`config.mk`:
```
export PLATFORM = sky130hd
export DESIGN_NAME = swrm_mul1000
export DESIGN_NICKNAME = d
export VERILOG_FILES = /design/src/rtl/swrm_pkg.sv /design/src/rtl/swrm_mul1000.sv
export SDC_FILE = /design/constraint.sdc
export NUM_CORES = 1
export LEC_CHECK = 0
export ABC_CLOCK_PERIOD_IN_PS = 4300
export BUFFER_PORTS_ARGS = -buffer_cell sky130_fd_sc_hd__buf_2
export CAP_MARGIN = 20
export CORE_AREA = 2 2 203 205
export DETAILED_ROUTE_END_ITERATION = 16
export DIE_AREA = 0 0 205 207
export GPL_TIMING_DRIVEN = 0
export PLACE_DENSITY = 0.62
export SETUP_SLACK_MARGIN = 0.05
export SLEW_MARGIN = 10
export SYNTH_ARGS = -nofsm -noshare
export SYNTH_HDL_FRONTEND = slang
export SYNTH_SLANG_ARGS = --single-unit
export TNS_END_PERCENT = 20
```
`constraint.sdc`:
```
create_clock -name aclk -period 4.3 [get_ports aclk]
set_input_delay 0.215 -clock aclk [delete_from_list [all_inputs] [get_ports aclk]]
set_output_delay 0.215 -clock aclk [all_outputs]
set_load 0.05 [all_outputs]
```
`src/rtl/swrm_pkg.sv`:
```
//------------------------------------------------------------------------------
// swrm_pkg
// Shared types and constants of the sliding window rate meter.
//------------------------------------------------------------------------------
package swrm_pkg;

    localparam int unsigned MsPerSecond = 1000;
    localparam int unsigned WinRegWidth = 7;
    localparam logic [31:0] Sat32 = 32'hFFFF_FFFF;

    // stall spans at or above this many ms give more than 32 bits of seconds
    localparam logic [63:0] StallSatMs = 64'd4294967296000;
    // ceil(2^46 / 125): floor(x / 1000) = ((x >> 3) * MsRecip) >> 46 for x < 2^42
    localparam logic [39:0] MsRecip = 40'h83_126E_978E;

    // window register reset values, by index
    function automatic logic [WinRegWidth-1:0] win_reset(input int unsigned idx);
        logic [WinRegWidth-1:0] val;
        case (idx)
            0: val = 7'd1;
            1: val = 7'd5;
            2: val = 7'd20;
            3: val = 7'd60;
            default: val = 7'd1;
        endcase
        return val;
    endfunction

    // request to the divider
    typedef struct packed {
        logic        start;
        logic [73:0] dividend;
        logic [63:0] divisor;
        logic        sat32;   // saturate quotient to 32 bits
    } div_req_t;

    typedef struct packed {
        logic        busy;
        logic        done;
        logic [31:0] quotient;
    } div_rsp_t;

endpackage

```
`src/rtl/swrm_mul1000.sv`:
```
//------------------------------------------------------------------------------
// swrm_mul1000
// Registered multiply of a 64-bit difference by 1000, split in two halves.
//------------------------------------------------------------------------------
module swrm_mul1000 (
    input  logic        aclk,
    input  logic [63:0] diff,
    output logic [73:0] product
);
    import swrm_pkg::*;

    logic [41:0] lo_reg;
    logic [41:0] hi_reg;
    logic [41:0] lo_next;
    logic [41:0] hi_next;

    always_comb begin
        lo_next = {10'd0, diff[31:0]} * 42'(MsPerSecond);
        hi_next = {10'd0, diff[63:32]} * 42'(MsPerSecond);
    end

    always_ff @(posedge aclk) begin
        lo_reg <= lo_next;
        hi_reg <= hi_next;
    end

    assign product = {32'd0, lo_reg} + {hi_reg, 32'd0};
endmodule

```
* Yosys cells after proc, flatten, opt, wreduce, memory -nomap -nowiden *
Index checks and enable logic that the tools add are counted.

operators by class
  $add $sub $neg = 1
  multipliers = 2

operators by type and width
  cell                   number
  $mul 32x7->39 const B  2
  $add 42x74->74         1

storage, ports and cells
  word-level logic and storage cells = 5
  flip-flop bits (word level) = 78
  output and inout port bits = 74

* Logic depth before layout (Yosys ltp) *
Gate-level depths: netlist of the first run.

  word-level depth = 1
  depth in mapped cells = 18
  depth with buffers taken out = 17

* Worst setup path after synthesis of the first run *
Ideal clock, no wire load.

  kind = input to register
  start point = in diff[37]
  end point = reg hi_reg[40]
  stages on the path = 16
  buffers on the path = 1
  data arrival time = 4458 ps
  setup slack = -292 ps
  cell sequence = inv_1 -> fa_1 -> fa_1 -> fa_1 -> fa_1 -> inv_1 -> ha_1 -> buf_6 -> a21o_1 -> nand3_1 -> o21ai_0 -> nor4bb_2 -> o41ai_4 -> a31oi_2 -> nor3_1 -> or4b_1

on the way
  longest elaborated chain between the ends = 1

ends and longest elaborated chain
  what                    RTL line            text
  start: declaration      swrm_mul1000.sv:7   input logic [63:0] diff,
  $mul 32x7->39           swrm_mul1000.sv:19  hi_next = {10'd0, diff[63:32]} * 42'(MsPerSecond);
  named net hi_next[40]   swrm_mul1000.sv:15  logic [41:0] hi_next;
  end signal: assignment  swrm_mul1000.sv:24  hi_reg <= hi_next;
  end: declaration        swrm_mul1000.sv:13  logic [41:0] hi_reg;

The timed path passes the listed nets, and every way through them passes these cells.

* Worst setup path after layout of the first run *
  start point = in diff[44]
  end point = reg hi_reg[40]

Same word-level chain as after synthesis.

==> results of run 1 <==
-- repair_timing --
item | in CTS | in global routing
resized for setup | 58 | 125
setup buffers | 33 | 41
setup endpoints to repair | 23 | 35
pin swaps | 52 | 84
-- final timing paths --
kind	end	slack, ns
min	lo_reg[3]	0.06
max	hi_reg[40]	-0.12
-- metrics by stage --
step / cell area (um^2) / util, %
3_5_place_dp: 15500 / 38.4
6_report: 17000 / 42.2
4_1_cts: 16300 / 40.4
5_1_grt: 17000 / 42.2
2_1_floorplan: 14200 / -
3_3_place_gp: 15500 / 38.4
-- cells by family after synthesis --
logic type	Yosys count	synth area share, %
flip-flops	78	11.2
AND/OR/NAND/NOR	229	8.22
XOR/XNOR	102	6.42
other	1	0.0270
multiplexers	1	0.0719
buffers and inverters	415	12.4
AO/OA/AOI/OAI	242	11.6
adder cells (fa/ha/maj)	414	50.0
-- cell usage in the layout, fill, tap and decap left out, types with 8 or more instances in the layout --
master and instances:
inv_1 310, fa_1 212, ha_1 146, buf_2 128
buf_4 104, dfxtp_1 78, xnor2_1 61, nand2_1 60
a21oi_1 58, a21o_1 48, nor2_1 45, xor2_1 41
clkinvlp_4 31, ha_4 26, fa_2 25, o21ai_0 23
nand3_1 21, nor3_1 17, nand4_1 16, inv_2 12
and3_1 11, o211ai_1 11, o21ai_1 11, a21oi_2 10
buf_6 10, clkbuf_1 9, clkbuf_16 9, a21o_2 8
-- per-layer routing --
metal	wire [um]	global-route usage, %	share of wire (%)
met5	0	0	0
met4	517	3.25	1.6
met3	1290	2.23	4.1
met2	15400	25.9	49
met1	14200	20.3	45
-- final cells by class --
type	count	share of cell area, %
buffer	53	2.25
timing repair buffer	208	7.59
clock inverter	5	0.338
tap	532	3.91
sequential	78	9.17
inverter	353	8.46
multi-input combinational	991	66.9
clock buffer	10	1.40
==> flow_summary.json, run 1 <==
{
  "dp_hpwl_um": 27000,
  "finalCriticalPeriod_ns": 4.42,
  "regArea_mm2": 0.00156,
  "syn_area_per_cell_um2": 9.39,
  "antenna_found_initial": 0,
  "portBuffers": 135,
  "fp-row-count": 74,
  "hold_violations": 0,
  "dieArea_mm2": 0.0424,
  "whs_path_depth": 1,
  "period_share_pct": 103,
  "slowest_delay_ns": 0.54,
  "worstSetupEndpointType": "flop",
  "fmax_mhz": 226,
  "antenna_cells": 0,
  "hold_class": "primary input to flop",
  "grt_setup_unrepaired": "yes",
  "maxCapViolations": 0,
  "die_h_um": 207,
  "slew_viol_final": 0,
  "status": "finished with violations",
  "grt_pass1_vias": 10900,
  "clock-sinks": 78,
  "htree_levels": 3,
  "synthTopCellsByArea": "fa_1 34%, ha_1 16%, dfxtp_1 11%, inv_1 9.5%, xnor2_1 3.8%",
  "ys_warn_count": 0,
  "die_w_um": 205,
  "grt_usage_pct": 15.2,
  "nFillCells": 3982,
  "cp_num_buf_inv": 5,
  "worstPathCellList": "buf_2, clkinvlp_4, buf_4, fa_2, fa_2, fa_1, fa_1, inv_1, ha_4, a21o_4, nor2_2, nor4bb_4, o41ai_4, a31oi_4, buf_6, nor3_1, or4b_1",
  "drive_gt1_share_pct": 26.0,
  "whs_ns": 0.0645,
  "postRouteAntennaNets": 0,
  "grt_overflow": 0,
  "via_count": 10400,
  "yosysUniqueCellTypes": 70,
  "multiInputGateArea_mm2": 0.0114,
  "synthTopCellsByCount": "353 x inv_1, 237 x fa_1, 177 x ha_1",
  "core_mm2": 0.0404,
  "cts_made_buffers": 9,
  "drt_wl_total_um": 31400,
  "ys.flop_type": "dfxtp_1",
  "area_growth_pct": 22.4,
  "wire_per_inst_um": 14.1,
  "drc_errors": 0,
  "holdBufCountCts": 0,
  "ys_async_sr_fraction_pct": 0,
  "ioPinCount": 139,
  "clkTransAtPathRegs_ns": 0.06,
  "final_nets": 2173,
  "syn_area_mm2": 0.0139,
  "violations": "setup timing",
  "critPathSlowestCell": "fa_2",
  "vias_per_cell": 4.68,
  "hp-start": "diff[0]",
  "start_kind": "primary input",
  "layout_setup_ws_ns": -0.125,
  "grt_pass1_wl_um": 52700,
  "ys_seq_elements": 78,
  "worst_slew_pin_slew_ns": 0.588,
  "cp_max_fo": 7,
  "drtPass1Iterations": 5,
  "initial_core_util_pct": 34.5,
  "place.gp.congestion": 0.912,
  "tritoncts": "built",
  "yosysMostFrequentCell": "inv_1",
  "required_ns": 4.51,
  "synth_edf_count": 0,
  "dr.first_iter.drc_count": 357,
  "root_buffer": "clkbuf_16",
  "startpoint": "diff[44]",
  "crit_cells": 17,
  "crit_family": "adder cells",
  "place_inst": 2151,
  "synthCells": 1482,
  "synth_top_area_share_pct": 34.1,
  "dp_slack_ns": -0.783,
  "yosysSeqAreaShare_pct": 11.2,
  "crit_arrival_ns": 4.63,
  "max_slew_margin_pct": 60.8,
  "grt_max_degree": 14,
  "fin_tns_setup_ns": -0.173,
  "stdcell_count": 2230,
  "yosys.area.top_type": "fa_1",
  "worstSetupPathType": "primary input to flop",
  "clk_path_buf_depth": 2,
  "setup_viol": 2
}
Power of run 1 is not shown: default switching activity piles up to over one toggle a cycle in this logic, so the estimate is an artifact.
==> inputs of run 2 (changes only) <==
Settings changed: ABC_AREA set to 1, CORE_AREA 2 2 203 205 to 2 2 213 215, DIE_AREA 0 0 205 207 to 0 0 215 217.
==> run 2 against run 1 <==
Effect of this change: the run now ends clean; flip-flop and latch count is the same; critical path depth grew 1; non-clock buffer count shrank 91; clock-buffer cell count shrank 1; critical path type unchanged; critical endpoint is now lo_reg[40].
==> flow_summary.json, run 2 <==
{
  "whs_path_depth": 1,
  "yosys.area.top_type": "fa_1",
  "synthTopCellsByArea": "fa_1 31%, ha_1 14%, inv_1 13%, nand2_1 12%, dfxtp_1 10%",
  "wire_per_inst_um": 13.3,
  "clock-sinks": 78,
  "dp_hpwl_um": 34000,
  "grt_overflow": 0,
  "required_ns": 4.56,
  "htree_levels": 3,
  "cts_made_buffers": 9,
  "drtPass1Iterations": 5,
  "syn_area_per_cell_um2": 7.51,
  "tritoncts": "built",
  "drive_gt1_share_pct": 9.40,
  "ys_warn_count": 0,
  "clk_path_buf_depth": 2,
  "area_growth_pct": 11.5,
  "drt_wl_total_um": 37200,
  "start_kind": "primary input",
  "root_buffer": "clkbuf_16",
  "crit_family": "adder cells",
  "worstPathCellList": "buf_2, inv_1, fa_1, fa_1, fa_1, inv_1, fa_1, ha_1, nand2_1, inv_1, a21oi_1, nand3_1, nand2_1, nand2_1, nand2_1, nand2_1, nand2_1, nand2_1",
  "synthTopCellsByCount": "545 x inv_1, 480 x nand2_1, 237 x fa_1",
  "multiInputGateArea_mm2": 0.0114,
  "max_slew_margin_pct": 66.1,
  "critical_path.most_common_cell": "nand2_1",
  "fp-row-count": 78,
  "postCtsSetupRepairBufs": 0,
  "grt_usage_pct": 16.7,
  "initial_core_util_pct": 34.2,
  "syn_area_mm2": 0.0153,
  "ys_async_sr_fraction_pct": 0,
  "core_mm2": 0.0447,
  "postRouteAntennaNets": 0,
  "worst_slew_pin_slew_ns": 0.505,
  "yosysUniqueCellTypes": 32,
  "met2_usage_pct": 28.4,
  "slowest_delay_ns": 0.52,
  "cts_resized": 0,
  "fmax_mhz": 259,
  "vias_per_cell": 4.40,
  "ys_seq_elements": 78,
  "synth_edf_count": 0,
  "status": "finished, final reports clean",
  "die_w_um": 215,
  "maxCapViolations": 0,
  "layout_commonest_cell": "inv_1",
  "yosysSeqAreaShare_pct": 10.2,
  "dr.first_iter.drc_count": 569,
  "synth_top_area_share_pct": 31.0,
  "clkTransAtPathRegs_ns": 0.07,
  "setup_viol": 0,
  "grt_pass1_wl_um": 62800,
  "synthCells": 2039,
  "slew_viol_final": 0,
  "cp_num_buf_inv": 4,
  "grt_max_degree": 16,
  "use_met1_pct": 22.9,
  "finalCriticalPeriod_ns": 3.85,
  "via_count": 12300,
  "die_h_um": 217,
  "holdBufCountCts": 0,
  "fin_tns_setup_ns": 0,
  "crit_cells": 18,
  "regArea_mm2": 0.00156,
  "met3_usage_pct": 2.11,
  "dieArea_mm2": 0.0467,
  "final_cell_mix": "545 x inv_1, 480 x nand2_1, 237 x fa_1, 177 x ha_1, 149 x nor2_1",
  "ys.flop_type": "dfxtp_1",
  "portBuffers": 135,
  "final_nets": 2666,
  "antenna_cells": 0,
  "period_share_pct": 89.6,
  "busiest_layer": "met2",
  "place.gp.congestion": 0.908,
  "worstSetupEndpointType": "flop",
  "yosysMostFrequentCell": "inv_1",
  "stdcell_count": 2792,
  "place_inst": 2776,
  "worstSetupPathType": "primary input to flop",
  "crit_arrival_ns": 4.12,
  "antenna_found_initial": 0,
  "hold_violations": 0,
  "nFillCells": 4798,
  "drc_errors": 0,
  "critPathSlowestCell": "fa_1",
  "ioPinCount": 139,
  "grt_setup_unrepaired": "no",
  "hold_class": "primary input to flop",
  "cp_max_fo": 4,
  "grt_pass1_vias": 12700
}
## run 2: changes by cell type after synthesis, moves of 21 or more
cell	previous run	this run
nor2_1	48	149
xnor2_1	61	16
nand2_1	64	480
nand3_1	25	73
inv_1	353	545
clkbuf_1	21	0
a21o_1	48	1
## run 2: path summary, 6_finish.rpt
path     from         end  slack (ns)
max   diff[7]  lo_reg[40]        0.45
min   diff[1]   lo_reg[4]        0.04
## run 2: stage by stage
| stage | util [%] | cell area, um^2 | hold slack (ns) | setup WS, ns |
|---|---|---|---|---|
| global route | 38.2 | 17100 | 0.0365 | 0.190 |
| detailed placement | 37.4 | 16700 | 0.409 | 0.108 |
| global placement | 37.4 | 16700 | 0.409 | 0.120 |
| CTS | 38.2 | 17100 | 0.0259 | 0.481 |
| floorplan | - | 15300 | 0.243 | 0.715 |
| finish | 38.2 | 17100 | 0.0439 | 0.446 |
## run 2: logic make-up after synthesis
| kind of cell | Yosys count | synth area share, % |
|---|---|---|
| simple gates | 769 | 20.8 |
| buf+inv | 580 | 15.1 |
| fa+ha+maj | 414 | 45.5 |
| compound gates | 126 | 4.34 |
| flops | 78 | 10.2 |
| xor+xnor | 71 | 4.06 |
| other cells | 1 | 0.0245 |
## run 2: layout make-up
| class | instances | area share [%] |
|---|---|---|
| buffer | 35 | 1.54 |
| clock buffer | 9 | 1.32 |
| inverter | 545 | 12.0 |
| sequential | 78 | 9.15 |
| clock inverter | 7 | 0.601 |
| multi-input combinational | 1383 | 67.0 |
| tap | 600 | 4.40 |
| timing repair buffer | 135 | 3.96 |
## run 2: per-layer routing
layer	share of wire (%)	wire [um]	up-vias
met2	47	17400	208
met3	3.1	1150	29
li1	-	-	6307
met5	0	0	-
met1	49	18100	5739
met4	1.5	541	0
Power of run 2 is left out for the same reason.
