`config.mk`:
```
export PLATFORM = sky130hd
export DESIGN_NAME = swrm_divider
export DESIGN_NICKNAME = d
export VERILOG_FILES = /design/src/rtl/swrm_pkg.sv /design/src/rtl/swrm_divider.sv
export SDC_FILE = /design/constraint.sdc
export NUM_CORES = 1
export LEC_CHECK = 0
export ABC_AREA = 1
export ABC_CLOCK_PERIOD_IN_PS = 9650
export BUFFER_PORTS_ARGS = -buffer_cell sky130_fd_sc_hd__buf_2
export CELL_PAD_IN_SITES_DETAIL_PLACEMENT = 1
export CELL_PAD_IN_SITES_GLOBAL_PLACEMENT = 1
export CORE_AREA = 2 2 206 208
export DETAILED_ROUTE_END_ITERATION = 8
export DIE_AREA = 0 0 208 210
export MAX_ROUTING_LAYER = met4
export PLACE_DENSITY_LB_ADDON = 0.1
export RECOVER_POWER = 50
export SLEW_MARGIN = 20
export SYNTH_ARGS = -nofsm -noshare
export SYNTH_HDL_FRONTEND = slang
export SYNTH_SLANG_ARGS = --single-unit
```
`constraint.sdc`:
```
create_clock -name aclk -period 9.65 [get_ports aclk]
set_clock_uncertainty 0.1 [all_clocks]
set_input_delay 1.4475 -clock aclk [delete_from_list [all_inputs] [get_ports aclk]]
set_output_delay 1.4475 -clock aclk [all_outputs]
set_load 0.05 [all_outputs]
```
`src/rtl/swrm_pkg.sv`:
```
//------------------------------------------------------------------------------
// swrm_pkg
// Shared types and constants of the sliding window rate meter.
//------------------------------------------------------------------------------
package swrm_pkg;

    localparam int unsigned MsPerSecond = 1000;
    localparam int unsigned WinRegWidth = 7;
    localparam logic [31:0] Sat32 = 32'hFFFF_FFFF;

    // stall spans at or above this many ms give more than 32 bits of seconds
    localparam logic [63:0] StallSatMs = 64'd4294967296000;
    // ceil(2^46 / 125): floor(x / 1000) = ((x >> 3) * MsRecip) >> 46 for x < 2^42
    localparam logic [39:0] MsRecip = 40'h83_126E_978E;

    // window register reset values, by index
    function automatic logic [WinRegWidth-1:0] win_reset(input int unsigned idx);
        logic [WinRegWidth-1:0] val;
        case (idx)
            0: val = 7'd1;
            1: val = 7'd5;
            2: val = 7'd20;
            3: val = 7'd60;
            default: val = 7'd1;
        endcase
        return val;
    endfunction

    // request to the divider
    typedef struct packed {
        logic        start;
        logic [73:0] dividend;
        logic [63:0] divisor;
        logic        sat32;   // saturate quotient to 32 bits
    } div_req_t;

    typedef struct packed {
        logic        busy;
        logic        done;
        logic [31:0] quotient;
    } div_rsp_t;

endpackage

```
`src/rtl/swrm_divider.sv`:
```
//------------------------------------------------------------------------------
// swrm_divider
// Restoring divider, one quotient bit per cycle over a 74-bit dividend.
//------------------------------------------------------------------------------
module swrm_divider (
    input  logic                aclk,
    input  logic                aresetn,
    input  swrm_pkg::div_req_t  req,
    output swrm_pkg::div_rsp_t  rsp
);
    import swrm_pkg::*;

    logic [73:0] num_reg;
    logic [64:0] rem_reg;
    logic [63:0] den_reg;
    logic [73:0] quo_reg;
    logic [6:0]  cnt_reg;
    logic        busy_reg;
    logic        done_reg;
    logic        sat_reg;
    logic [64:0] shifted;
    logic        take;

    always_comb begin
        shifted = {rem_reg[63:0], num_reg[73]};
        take    = shifted >= {1'b0, den_reg};
    end

    always_ff @(posedge aclk) begin
        if (!aresetn) begin
            busy_reg <= 1'b0;
            done_reg <= 1'b0;
            cnt_reg  <= '0;
        end else begin
            done_reg <= 1'b0;
            if (req.start) begin
                busy_reg <= 1'b1;
                cnt_reg  <= 7'd74;
                num_reg  <= req.dividend;
                den_reg  <= req.divisor;
                sat_reg  <= req.sat32;
                rem_reg  <= '0;
                quo_reg  <= '0;
            end else if (busy_reg) begin
                rem_reg <= take ? shifted - {1'b0, den_reg} : shifted;
                quo_reg <= {quo_reg[72:0], take};
                num_reg <= {num_reg[72:0], 1'b0};
                cnt_reg <= cnt_reg - 7'd1;
                if (cnt_reg == 7'd1) begin
                    busy_reg <= 1'b0;
                    done_reg <= 1'b1;
                end
            end
        end
    end

    assign rsp.busy     = busy_reg;
    assign rsp.done     = done_reg;
    assign rsp.quotient = (sat_reg && (quo_reg[73:32] != '0)) ? Sat32 : quo_reg[31:0];
endmodule

```
# Word level (Yosys, flattened, before mapping)

Index checks and enable logic that the tools add are counted.

Flip-flop bits (word level): 286
Input port bits: 142
Output and inout bits: 34
Logic and storage cells: 34

$add $sub $neg: 2
$lt $le $gt $ge: 1
Equality and inequality tests: 1
Multiplexer cells: 12
Bitwise gates (word level): 2
Reductions and logical operators: 7

Operators with widths:

| kind                                                                   | number |
|---|---|
| 74-bit two-way mux                                                     | 3 |
| 64-bit two-way mux                                                     | 2 |
| 65-bit by 64-bit greater-or-equal comparator with 1-bit output         | 1 |
| 64-bit subtractor                                                      | 1 |
| 42-bit nonzero test                                                    | 1 |
| 32-bit two-way mux                                                     | 1 |
| 7-bit two-way mux                                                      | 2 |
| 7-bit by 1-bit equality test with 1-bit output (second input constant) | 1 |
| 7-bit by 1-bit subtractor with 7-bit output (second input constant)    | 1 |
| 1-bit two-way mux                                                      | 4 |
| 2-bit AND reduction                                                    | 2 |
| 3-bit OR reduction                                                     | 1 |
| 1-bit NOT                                                              | 2 |
| 2-bit nonzero test                                                     | 1 |
| 2-bit OR reduction                                                     | 1 |
| 1-bit logical AND                                                      | 1 |

# Longest topological paths before layout

Gate-level depths: netlist of the first run.

Depth in word-level cells: 4
Gate-level depth with buffers: 19
Gate-level depth less buffers: 18

# Least setup slack after synthesis of the first run

No wires, ideal clock.

Path kind: input to register
Start: input req[139] in the netlist's numbering
End: register num_reg[0] (enable)
Library setup time: 581 ps
Data arrival time: 6519 ps
Required time: 8969 ps
Slack: 2450 ps
Stages: 4
Buffers on the path: 2
Path through: clkbuf_1 > clkbuf_1 > nand2_1 > nand2_1

Cells in the longest elaborated chain, start to end: 2

Ends and longest elaborated chain:

| what                                 | RTL line           | RTL |
|---|---|---|
| start: declaration                   | swrm_divider.sv:8  | `input swrm_pkg::div_req_t req,` |
| 2-bit nonzero test (no source line)  | -                  |  |
| 2-bit AND reduction (no source line) | -                  |  |
| end signal: assignment               | swrm_divider.sv:39 | `num_reg <= req.dividend;` |
| end signal: assignment               | swrm_divider.sv:47 | `num_reg <= {num_reg[72:0], 1'b0};` |
| end: declaration                     | swrm_divider.sv:13 | `logic [73:0] num_reg;` |

No other way between the ends.
A chain may end at the register's enable or synchronous reset.

# Worst setup path in the final report of the first run

Start: input req[139] in the netlist's numbering
End: register num_reg[24] (data pin)

Cells in the longest elaborated chain, start to end: 1

Ends and longest elaborated chain:

| what               | RTL line           | RTL |
|---|---|---|
| 74-bit two-way mux | swrm_divider.sv:36 | `if (req.start) begin` |

No other way between the ends.

==> results of run 1 <==
==> power breakdown <==
group          leakage [nW]  switching, mW  internal, mW
clock                 0.491          0.526         0.679
combinational          7.66          0.868         0.372
sequential             2.78         0.0498          1.53
==> cell type report <==
cell class | count | area (sq um)
Fill cell | 5373 | 21000
Sequential cell | 286 | 8500
Multi-Input combinational cell | 1623 | 7320
Inverter | 535 | 2010
Timing Repair Buffer | 179 | 908
Clock buffer | 39 | 870
Tap cell | 539 | 674
Clock inverter | 18 | 153
Antenna cell | 16 | 40.0
==> metal layers <==
layer / up-vias / GRT usage, % / wire length, microns
li1: 7877 / - / -
met1: 7252 / 31.7 / 23800
met2: 278 / 43.6 / 25800
met3: 88 / 5.26 / 2760
met4: 0 / 8.83 / 1890
met5: - / - / 0
==> cells in the final DEF (no fill, tap or decap), drive strengths merged, types with 11 or more instances in the layout <==
master	synthesis	final
a21oi	30	30
buf	19	173
clkbuf	33	45
clkinv	0	14
diode	0	16
edfxtp	277	277
ha	66	66
inv	535	536
nand2	1040	1040
nand3	60	60
nand3b	43	43
nand4	19	19
nor2	292	292
nor3	11	11
xor2	32	32
==> cell families (layout without fill, tap and decap cells) <==
family / after synthesis / count (layout) / synth area share (%)
and+or+nand+nor: 1478 / 1478 / 32.9
buffers and inverters: 587 / 771 / 12.5
DFF: 286 / 286 / 47.0
adders and majority gates: 67 / 67 / 4.68
AOI/OAI and AO/OA: 45 / 45 / 1.32
xor gates and xnor gates: 33 / 33 / 1.60
other: 0 / 16 / 0
==> worst paths after layout <==
check / startpoint / to / slack, ps
setup / recovery: req[139] / num_reg[24] / 3380
hold / removal: cnt_reg[0] / cnt_reg[0] / 400
setup reg to reg: rem_reg[50] / rem_reg[11] / 5590
hold reg to reg: cnt_reg[0] / cnt_reg[0] / 400
==> metrics by stage <==
| stage | hold slack, ps | setup slack [ps] |
|---|---|---|
| final | 400 | 3380 |
| after global routing | 429 | 2710 |
| after CTS | 400 | 5130 |
| after detailed placement | 392 | 5310 |
| after global placement | 372 | 5420 |
| after floorplan | 357 | 2450 |
==> tightest hold or removal path: cells and delay by family (launching register included) <==
| family | cells | cell delay, ps |
|---|---|---|
| flops | 1 | 330 |
| simple gates | 1 | 70 |
| compound gates | 1 | 50 |
==> results.txt, run 1 <==
----------------------------------------------------
[Outcome]
  Result of the run ... finished with violations
  Violations in the final reports ... max-capacitance violations, max-slew violations

[Synth]
  Most instantiated cells after synthesis ... nand2_1 (1036), inv_1 (532), nor2_1 (288)
  Count of flip-flops with a built-in enable after synthesis ... 277
  Ys flop type ... edfxtp_1
  Share of synthesized flip-flops with an asynchronous set or reset ... 0%
  Net count after synthesis ... 2705
  Distinct cell type count after synthesis ... 36
  Number of instances in the synthesized netlist ... 2496
  Most frequently used cell type in the post-synthesis netlist ... nand2_1
  Yosys top cell area share ... about 46%
  Cell area after technology mapping ... about 18000 sq um
  Synth area leaders ... edfxtp_1 (46%), nand2_1 (22%), inv_1 (11%), nor2_1 (6.0%), ha_1 (4.6%)
  Sequential area share after synthesis ... 47.0%
  Yosys top cell by area ... edfxtp_1
  Average cell area after synthesis ... approximately 7.2 sq um
  Flops & latches, synth ... ~290
  Yosys warning total ... 0

[Placed design]
  Cell total after placement ... 3162
  Area of placed instances ... 19400 sq um
  Routability congestion estimate from global placement ... between 0.9 and 1
  Placed wire-length estimate ... 41.4 mm
  Quantity of I/O buffers inserted on ports ... about 180

[Die]
  Overall die height ... between 200 and 250 microns
  Effective utilization at floorplan ... 43.6%
  Die Area ... ~44000 sq um
  X dimension of the die ... roughly 210 microns
  IO Count ... 176
  Count of standard-cell rows ... 75
  Placeable core area ... 41500 sq um

[Setup path]
  Worst path bufs/invs ... 2
  Arr. time, crit path ... 6570 ps
  Stages on the worst setup path ... 4
  Max incr delay on CP ... 2480 ps
  Max Fanout on Critical Path ... 84
  CP Data Required Time ... 9950 ps
  Cell-by-cell trace of the critical path ... clkbuf_1 > clkbuf_1 > nand2_1 > nand2_1
  Crit path max-delay family ... buffers and inverters
  Crit Path Category ... in -> reg
  Cells on worst reg2reg path ... 16
  Critical path's slowest cell ... clkbuf_1
  Launching element type of the critical path ... input port
  Crit path capture type ... register

[Detailed routing]
  Antenna-violating nets left ... 0
  Detailed Routing Iterations Pass 1 ... 5
  Wire length per cell ... 16.8 microns
  Post-detailed-route DRC marker count ... 0
  Via/cell ratio ... 4.79
  Count of vias placed by the detailed router ... 15500
  First DRT Iteration DRCs ... 839
  Post-Route WL ... 54.3 mm

[Power and ir drop]
  Pwr/cell area ... 197 nW/um^2
  Reported leakage power ... 10.9 nW
  Maximum vdd ir drop ... 0.200 mV
  Total power draw ... 4.02 mW

[GRT]
  Pin count of the biggest net entering global routing ... approximately 160
  Initial antenna violation count ... 15
  Total global-route track usage ... 26.1%
  Wire length of the first global-routing pass ... 87.2 mm
  Grt ovf ... 0
  Via count of the first global-routing pass ... 16500

[STA]
  Slew margin rel. ... -123%
  Number of setup violations in the final report ... 0
  Endpoints failing hold ... 0
  Worst Tran Pin Value ... about 3300 ps
  Final-layout setup total negative slack ... 0 ps
  Fin crit share ... 65.0%
  Min cycle time layout ... 6270 ps
  Unrepaired setup endpoints after global routing ... false
  Upper clock frequency limit ... between 150 and 200 MHz
  Max-slew violation count ... 154

[Finish]
  Area of all placed cells without fillers ... 20500 sq um
  Number of standard cells in the layout, taps in and fillers out ... approximately 3200
  Finished Core Util ... between 40% and 50%
  Fin nets ... about 2900
  Area grow syn2layout ... 13.3%
  Proportion of layout cells with a drive suffix above 1 ... just under 9%

[Clock tree]
  Cells resized by post-CTS repair ... 0
  CTS Root Buffer Type ... clkbuf_16
  # clock sinks ... 286
  Clock buffer count from CTS ... 34
  CTS hold repair buffers ... 0
  CTS tree ... done
  Longest Clk Path Bufs ... 3
  Clock transition at the registers of the reported paths ... 60 ps
  H-tree lvl count ... 2
  Skew-Pair Late Insertion Delay ... 550 ps
  Buffers inserted by post-CTS timing repair ... 0

[Job]
  Number of max-cap violations ... 2

[Hold path]
  Worst Hold Class ... reg -> reg
  Worst Hold Path Cells ... 2

----------------------------------------------------
No activity file was read; power rests on OpenSTA's default activity.
==> inputs of run 2 (changes only) <==
--- a/config.mk
+++ b/config.mk
@@ -6,7 +6,7 @@
 export NUM_CORES = 1
 export LEC_CHECK = 0
 export ABC_AREA = 1
-export ABC_CLOCK_PERIOD_IN_PS = 9650
+export ABC_CLOCK_PERIOD_IN_PS = 6500
 export BUFFER_PORTS_ARGS = -buffer_cell sky130_fd_sc_hd__buf_2
 export CELL_PAD_IN_SITES_DETAIL_PLACEMENT = 1
 export CELL_PAD_IN_SITES_GLOBAL_PLACEMENT = 1
==> constraint.sdc (replaced) <==
create_clock -name aclk -period 6.5 [get_ports aclk]
set_clock_uncertainty 0.1 [all_clocks]
set_input_delay 0.975 -clock aclk [delete_from_list [all_inputs] [get_ports aclk]]
set_output_delay 0.975 -clock aclk [all_outputs]
set_load 0.05 [all_outputs]
==> results.txt, run 2 (synthesis results as in run 1) <==
----------------------------------------------------
[Power and ir drop]
  Total power draw ... 6.07 mW (+51%)
  Reported leakage power ... 11.0 nW (+0.24%)
  Maximum vdd ir drop ... 0.186 mV (-7.0%)
  Pwr/cell area ... 296 nW/um^2 (+50%)

[Setup path]
  CP Data Required Time ... 6580 ps (-3370 ps)
  Critical path's slowest cell ... nand2_2
  Max incr delay on CP ... 2120 ps (-360 ps)
  Cell-by-cell trace of the critical path ... buf_4 > nand2_1 > nand2_2 > buf_4
  Launching element type of the critical path ... input port
  Most common cell on crit path ... buf_4
  Crit path capture type ... register
  Max Fanout on Critical Path ... 127 (+51%)
  Crit Path Category ... in -> reg
  Arr. time, crit path ... 4880 ps (-1690 ps)

[STA]
  Endpoints failing hold ... 0 (unchanged)
  Setup ws final ... 1700 ps (-1680 ps)
  Post-Route Hold Slack ... 395 ps (-4.99 ps)
  Unrepaired setup endpoints after global routing ... false
  Fin crit share ... 73.9%
  Slew margin rel. ... -109% (+14 points)
  Min cycle time layout ... roughly 4800 ps
  Upper clock frequency limit ... roughly 210 MHz
  Worst Tran Pin Value ... 3130 ps (-215 ps)
  Max-slew violation count ... 203 (+32%)
  Final-layout setup total negative slack ... 0 ps (unchanged)
  Number of setup violations in the final report ... 0 (unchanged)

[Die]
  Count of standard-cell rows ... 75 (unchanged)
  X dimension of the die ... 208 microns (unchanged)
  Overall die height ... 210 microns (unchanged)
  IO Count ... 176 (unchanged)
  Die Area ... 43700 sq um (unchanged)
  Effective utilization at floorplan ... 43.6% (unchanged)
  Placeable core area ... 41500 sq um (unchanged)

[Detailed routing]
  First DRT Iteration DRCs ... 920 (+9.7%)
  Count of vias placed by the detailed router ... 15600 (+0.54%)
  Post-Route WL ... 55.4 mm (+2.0%)
  Detailed Routing Iterations Pass 1 ... 5 (unchanged)
  Via/cell ratio ... 4.81 (+0.45%)
  Post-detailed-route DRC marker count ... 0 (unchanged)
  Antenna-violating nets left ... 0 (unchanged)
  Wire length per cell ... 17.1 microns (+1.9%)

[Clock tree]
  CTS tree ... done
  H-tree lvl count ... 2 (unchanged)
  Cells resized by post-CTS repair ... 0 (unchanged)
  # clock sinks ... 286 (unchanged)
  Longest Clk Path Bufs ... 3 (unchanged)
  CTS Root Buffer Type ... clkbuf_16
  CTS hold repair buffers ... 0 (unchanged)
  Clock buffer count from CTS ... 35 (+2.9%)
  Skew-Pair Late Insertion Delay ... 560 ps (about the same)
  Buffers inserted by post-CTS timing repair ... 0 (unchanged)
  Clock transition at the registers of the reported paths ... 60 ps (about the same)

[Placed design]
  Quantity of I/O buffers inserted on ports ... 175 (unchanged)
  Area of placed instances ... 19400 sq um (about the same)
  Cell total after placement ... 3164 (+0.063%)
  Placed wire-length estimate ... 42.3 mm (+2.2%)
  Setup WS pre-CTS ... 2360 ps (-2940 ps)
  Routability congestion estimate from global placement ... 0.966 (-0.16%)

[GRT]
  Pin count of the biggest net entering global routing ... 128 (-17%)
  Via count of the first global-routing pass ... 16400 (-0.22%)
  Grt ovf ... 0 (unchanged)
  Total global-route track usage ... 26.4% (+0.28 points)
  Initial antenna violation count ... 14 (-1)
  Wire length of the first global-routing pass ... 87.8 mm (+0.70%)

[Job]
  Number of max-cap violations ... 2 (unchanged)

[Finish]
  Area grow syn2layout ... 13.6%
  Most common cell after layout, fill and taps aside ... nand2_1
  Proportion of layout cells with a drive suffix above 1 ... 8.68% (-0.016 points)
  Area of all placed cells without fillers ... 20500 sq um (+0.27%)
  Most frequent cells in the layout ... nand2_1 (1035), inv_1 (530), nor2_1 (288), edfxtp_1 (277), buf_2 (166)
  Finished Core Util ... 49.5% (+0.13 points)
  Fin nets ... 2871 (+0.10%)
  Number of standard cells in the layout, taps in and fillers out ... 3238 (+0.093%)
  Count of fill cells added during filler insertion ... 5366 (-0.13%)

[Hold path]
  Worst Hold Class ... reg -> reg

[Outcome]
  Result of the run ... finished with violations
  Violations in the final reports ... max-capacitance violations, max-slew violations

----------------------------------------------------
run 2: cell types whose count changed in the layout (fill, tap and decap cells not counted), moves of 2 or more:
cell	delta
buf_2	-4
buf_4	+4
clkbuf_1	+3
diode_2	-2
run 2: cell type report:
class                   count  area, sq um  area share, %
repair buffers            181          910           4.43
diodes                     14         35.0          0.171
well taps                 539          674           3.28
flip-flops and latches    286         8500           41.4
clock inverters            20          191          0.932
clock buffers              40          895           4.36
inverters                 535         2010           9.81
multi-input cells        1623         7310           35.6
run 2: metal layers:
layer / vias to the layer above / track usage [%] / wire [microns]
li1: 7860 / - / -
met1: 7332 / 32.3 / 24100
met2: 303 / 43.8 / 26300
met3: 84 / 5.30 / 2950
met4: 0 / 9.00 / 1990
met5: - / - / 0
run 2: power breakdown:
| part | total, mW | internal [mW] | switching, mW | leakage (nW) |
|---|---|---|---|---|
| logic | 1.84 | 0.548 | 1.29 | 7.66 |
| clock network | 1.88 | 1.07 | 0.810 | 0.518 |
| registers | 2.35 | 2.28 | 0.0719 | 2.78 |
run 2: final timing paths:
path / start / endpoint / slack (ps) / cells past startpoint
hold reg to reg: cnt_reg[0] / cnt_reg[0] / 390 / 2
hold / removal: cnt_reg[0] / cnt_reg[0] / 390 / 2
setup reg to reg: busy_reg / rem_reg[37] / 2490 / 3
setup / recovery: req[139] / rem_reg[37] / 1700 / 4
run 2: worst max-delay path, delay by kind of cell:
kind	cells	cell delay, ps
simple gates	2	2380
buf+inv	2	1350
==> inputs of run 3 (changes only) <==
--- a/config.mk
+++ b/config.mk
@@ -6,7 +6,7 @@
 export NUM_CORES = 1
 export LEC_CHECK = 0
 export ABC_AREA = 1
-export ABC_CLOCK_PERIOD_IN_PS = 6500
+export ABC_CLOCK_PERIOD_IN_PS = 4700
 export BUFFER_PORTS_ARGS = -buffer_cell sky130_fd_sc_hd__buf_2
 export CELL_PAD_IN_SITES_DETAIL_PLACEMENT = 1
 export CELL_PAD_IN_SITES_GLOBAL_PLACEMENT = 1
==> constraint.sdc (replaced) <==
create_clock -name aclk -period 4.7 [get_ports aclk]
set_clock_uncertainty 0.1 [all_clocks]
set_input_delay 0.705 -clock aclk [delete_from_list [all_inputs] [get_ports aclk]]
set_output_delay 0.705 -clock aclk [all_outputs]
set_load 0.05 [all_outputs]
==> results.txt, run 3 (synthesis results as in run 1) <==
----------------------------------------------------
[Detailed routing]
  First DRT Iteration DRCs ... 933 (+1.4%)
  Post-Route WL ... 57.1 mm (+3.1%)
  Count of vias placed by the detailed router ... 15700 (+0.73%)
  Wire length per cell ... 17.6 microns (+3.0%)
  Via/cell ratio ... 4.84 (+0.63%)
  Detailed Routing Iterations Pass 1 ... 5 (unchanged)
  Antenna-violating nets left ... 0 (unchanged)
  Post-detailed-route DRC marker count ... 0 (unchanged)

[STA]
  Slew margin rel. ... -93.7% (+15 points)
  Upper clock frequency limit ... 253 MHz
  Worst Tran Pin Value ... 2900 ps (-229 ps)
  Max-slew violation count ... 199 (-2.0%)
  Unrepaired setup endpoints after global routing ... false
  Endpoints failing hold ... 0 (unchanged)
  Final-layout setup total negative slack ... 0 ps (unchanged)
  Setup ws final ... 746 ps (-952 ps)
  Number of setup violations in the final report ... 0 (unchanged)
  Min cycle time layout ... 3950 ps
  Fin crit share ... a little over four fifths

[Outcome]
  Result of the run ... finished with violations
  Violations in the final reports ... max-capacitance violations, max-slew violations

[Die]
  IO Count ... 176 (unchanged)
  X dimension of the die ... 208 microns (unchanged)
  Overall die height ... 210 microns (unchanged)
  Die Area ... 43700 sq um (unchanged)
  Placeable core area ... 41500 sq um (unchanged)
  Effective utilization at floorplan ... 43.6% (unchanged)
  Count of standard-cell rows ... 75 (unchanged)

[Finish]
  Count of fill cells added during filler insertion ... 5369 (+0.056%)
  Area of all placed cells without fillers ... 20600 sq um (+0.41%)
  Fin nets ... 2874 (+0.10%)
  Most frequent cells in the layout ... nand2_1 (1035), inv_1 (531), nor2_1 (288), edfxtp_1 (277), buf_2 (167)
  Area of all sequential standard cells ... 8500 sq um (unchanged)
  Area grow syn2layout ... 14.1%
  Proportion of layout cells with a drive suffix above 1 ... 8.97% (+0.29 points)
  Area used by multi-input combinational logic ... 7310 sq um (unchanged)
  Most common cell after layout, fill and taps aside ... nand2_1

[Setup path]
  CP Data Required Time ... 4810 ps (-1770 ps)
  Crit Path Category ... in -> reg
  Launching element type of the critical path ... input port
  Worst-case register-to-register setup slack ... 1200 ps (-1290 ps)
  Cell-by-cell trace of the critical path ... buf_4 > nand2_1 > nand2_2 > buf_12
  Arr. time, crit path ... 4070 ps (-810 ps)
  Max incr delay on CP ... 2050 ps (-70 ps)
  Worst path bufs/invs ... 2 (unchanged)
  Crit path capture type ... register
  Crit path max-delay family ... simple AND/OR/NAND/NOR gates
  Max Fanout on Critical Path ... 116 (-8.7%)
  Critical path's slowest cell ... nand2_2

[Power and ir drop]
  Reported leakage power ... 11.0 nW (+0.52%)
  Proportion of total power due to net switching ... 36.0% (+0.24 points)
  Proportion of power drawn by combinational gates ... 30.5% (+0.2 points)
  Part of the total power dissipated in the clock network ... 31.3% (+0.3 points)
  Maximum vdd ir drop ... 0.270 mV (+45%)
  Total power draw ... 8.51 mW (+40%)
  Cell Int Power ... 5.45 mW (+40%)
  Pwr/cell area ... 413 nW/um^2 (+40%)
  Part of the total power dissipated in sequential elements ... 38.2% (-0.5 points)
  Switching power of the nets ... 3.07 mW (+41%)

[Clock tree]
  CTS tree ... done
  Clock buffer count from CTS ... 35 (unchanged)
  H-tree lvl count ... 2 (unchanged)
  Buffers inserted by post-CTS timing repair ... 0 (unchanged)
  Skew-Pair Late Insertion Delay ... 560 ps (about the same)
  # clock sinks ... 286 (unchanged)
  Clock transition at the registers of the reported paths ... 60 ps (about the same)
  CTS Root Buffer Type ... clkbuf_16
  Longest Clk Path Bufs ... 3 (unchanged)
  Cells resized by post-CTS repair ... 0 (unchanged)
  CTS hold repair buffers ... 0 (unchanged)

[Placed design]
  Area of placed instances ... 19500 sq um (+0.31%)
  Placed wire-length estimate ... 44.0 mm (+3.8%)
  Setup WS pre-CTS ... 1370 ps (-996 ps)
  Routability congestion estimate from global placement ... 0.959 (-0.75%)
  Quantity of I/O buffers inserted on ports ... 175 (unchanged)

[GRT]
  Wire length of the first global-routing pass ... 90.3 mm (+2.8%)
  Via count of the first global-routing pass ... 16800 (+2.1%)
  Pin count of the biggest net entering global routing ... 117 (-8.6%)
  Total global-route track usage ... 27.3% (+0.87 points)
  Grt ovf ... 0 (unchanged)
  Initial antenna violation count ... 13 (-1)

[Hold path]
  Worst Hold Class ... in -> reg

[Job]
  Number of max-cap violations ... 2 (unchanged)

----------------------------------------------------
run 3: changes by cell type in the layout (fill, tap and decap cells not counted), sizes merged:
| cell | change |
|---|---|
| clkinv | -7 |
| inv | +3 |
| bufinv | -1 |
| clkbuf | +6 |
| buf | +4 |
| clkinvlp | -2 |
run 3: layout make-up:
class / instances / share of cell area (%)
well taps: 539 / 3.27
clock inverters: 13 / 0.668
flip-flops and latches: 286 / 41.2
repair buffers: 184 / 4.72
multi-input cells: 1623 / 35.5
inverters: 535 / 9.75
diodes: 14 / 0.170
clock buffers: 47 / 4.72
run 3: through the flow:
stage | hold slack [ps] | utilization (%) | cells
finish | 214 | 49.7 | 3241
global route | 199 | 49.7 | 3240
CTS | 187 | 49.7 | 3227
detailed placement | 390 | 47.0 | 3167
global placement | 368 | 47.0 | 3167
floorplan | 357 | - | 2496
run 3: worst register-to-register path: cells and delay by family, from the launching register on:
family	cells	cell delay, ps
and+or+nand+nor	2	2140
buffers and inverters	1	440
DFF	1	420
run 3: power by group through the flow:
| stage | combinational [mW] | clock [mW] | sequential [mW] |
|---|---|---|---|
| final | 2.60 | 2.67 | 3.25 |
| after global routing | 2.93 | 2.81 | 3.28 |
| after CTS | 2.61 | 2.73 | 3.24 |
| after detailed placement | 2.59 | 0 | 3.29 |
| after global placement | 2.51 | 0 | 3.28 |
| after floorplan | 1.79 | 0 | 3.27 |
run 3: layer usage:
layer  GRT usage, %  vias to the layer above  wire [microns]
met5              -                        -               0
met4           9.44                        0            1930
met3           4.77                       89            2650
met2           45.9                      275           27400
met1           33.2                     7451           25100
li1               -                     7877               -
run 3: worst paths after layout:
path | depth (start not counted) | end | startpoint
setup / recovery | 4 | num_reg[20] | req[139]
hold / removal | 1 | den_reg[40] | req[41]
setup reg to reg | 3 | num_reg[20] | busy_reg
hold reg to reg | 2 | cnt_reg[0] | cnt_reg[0]
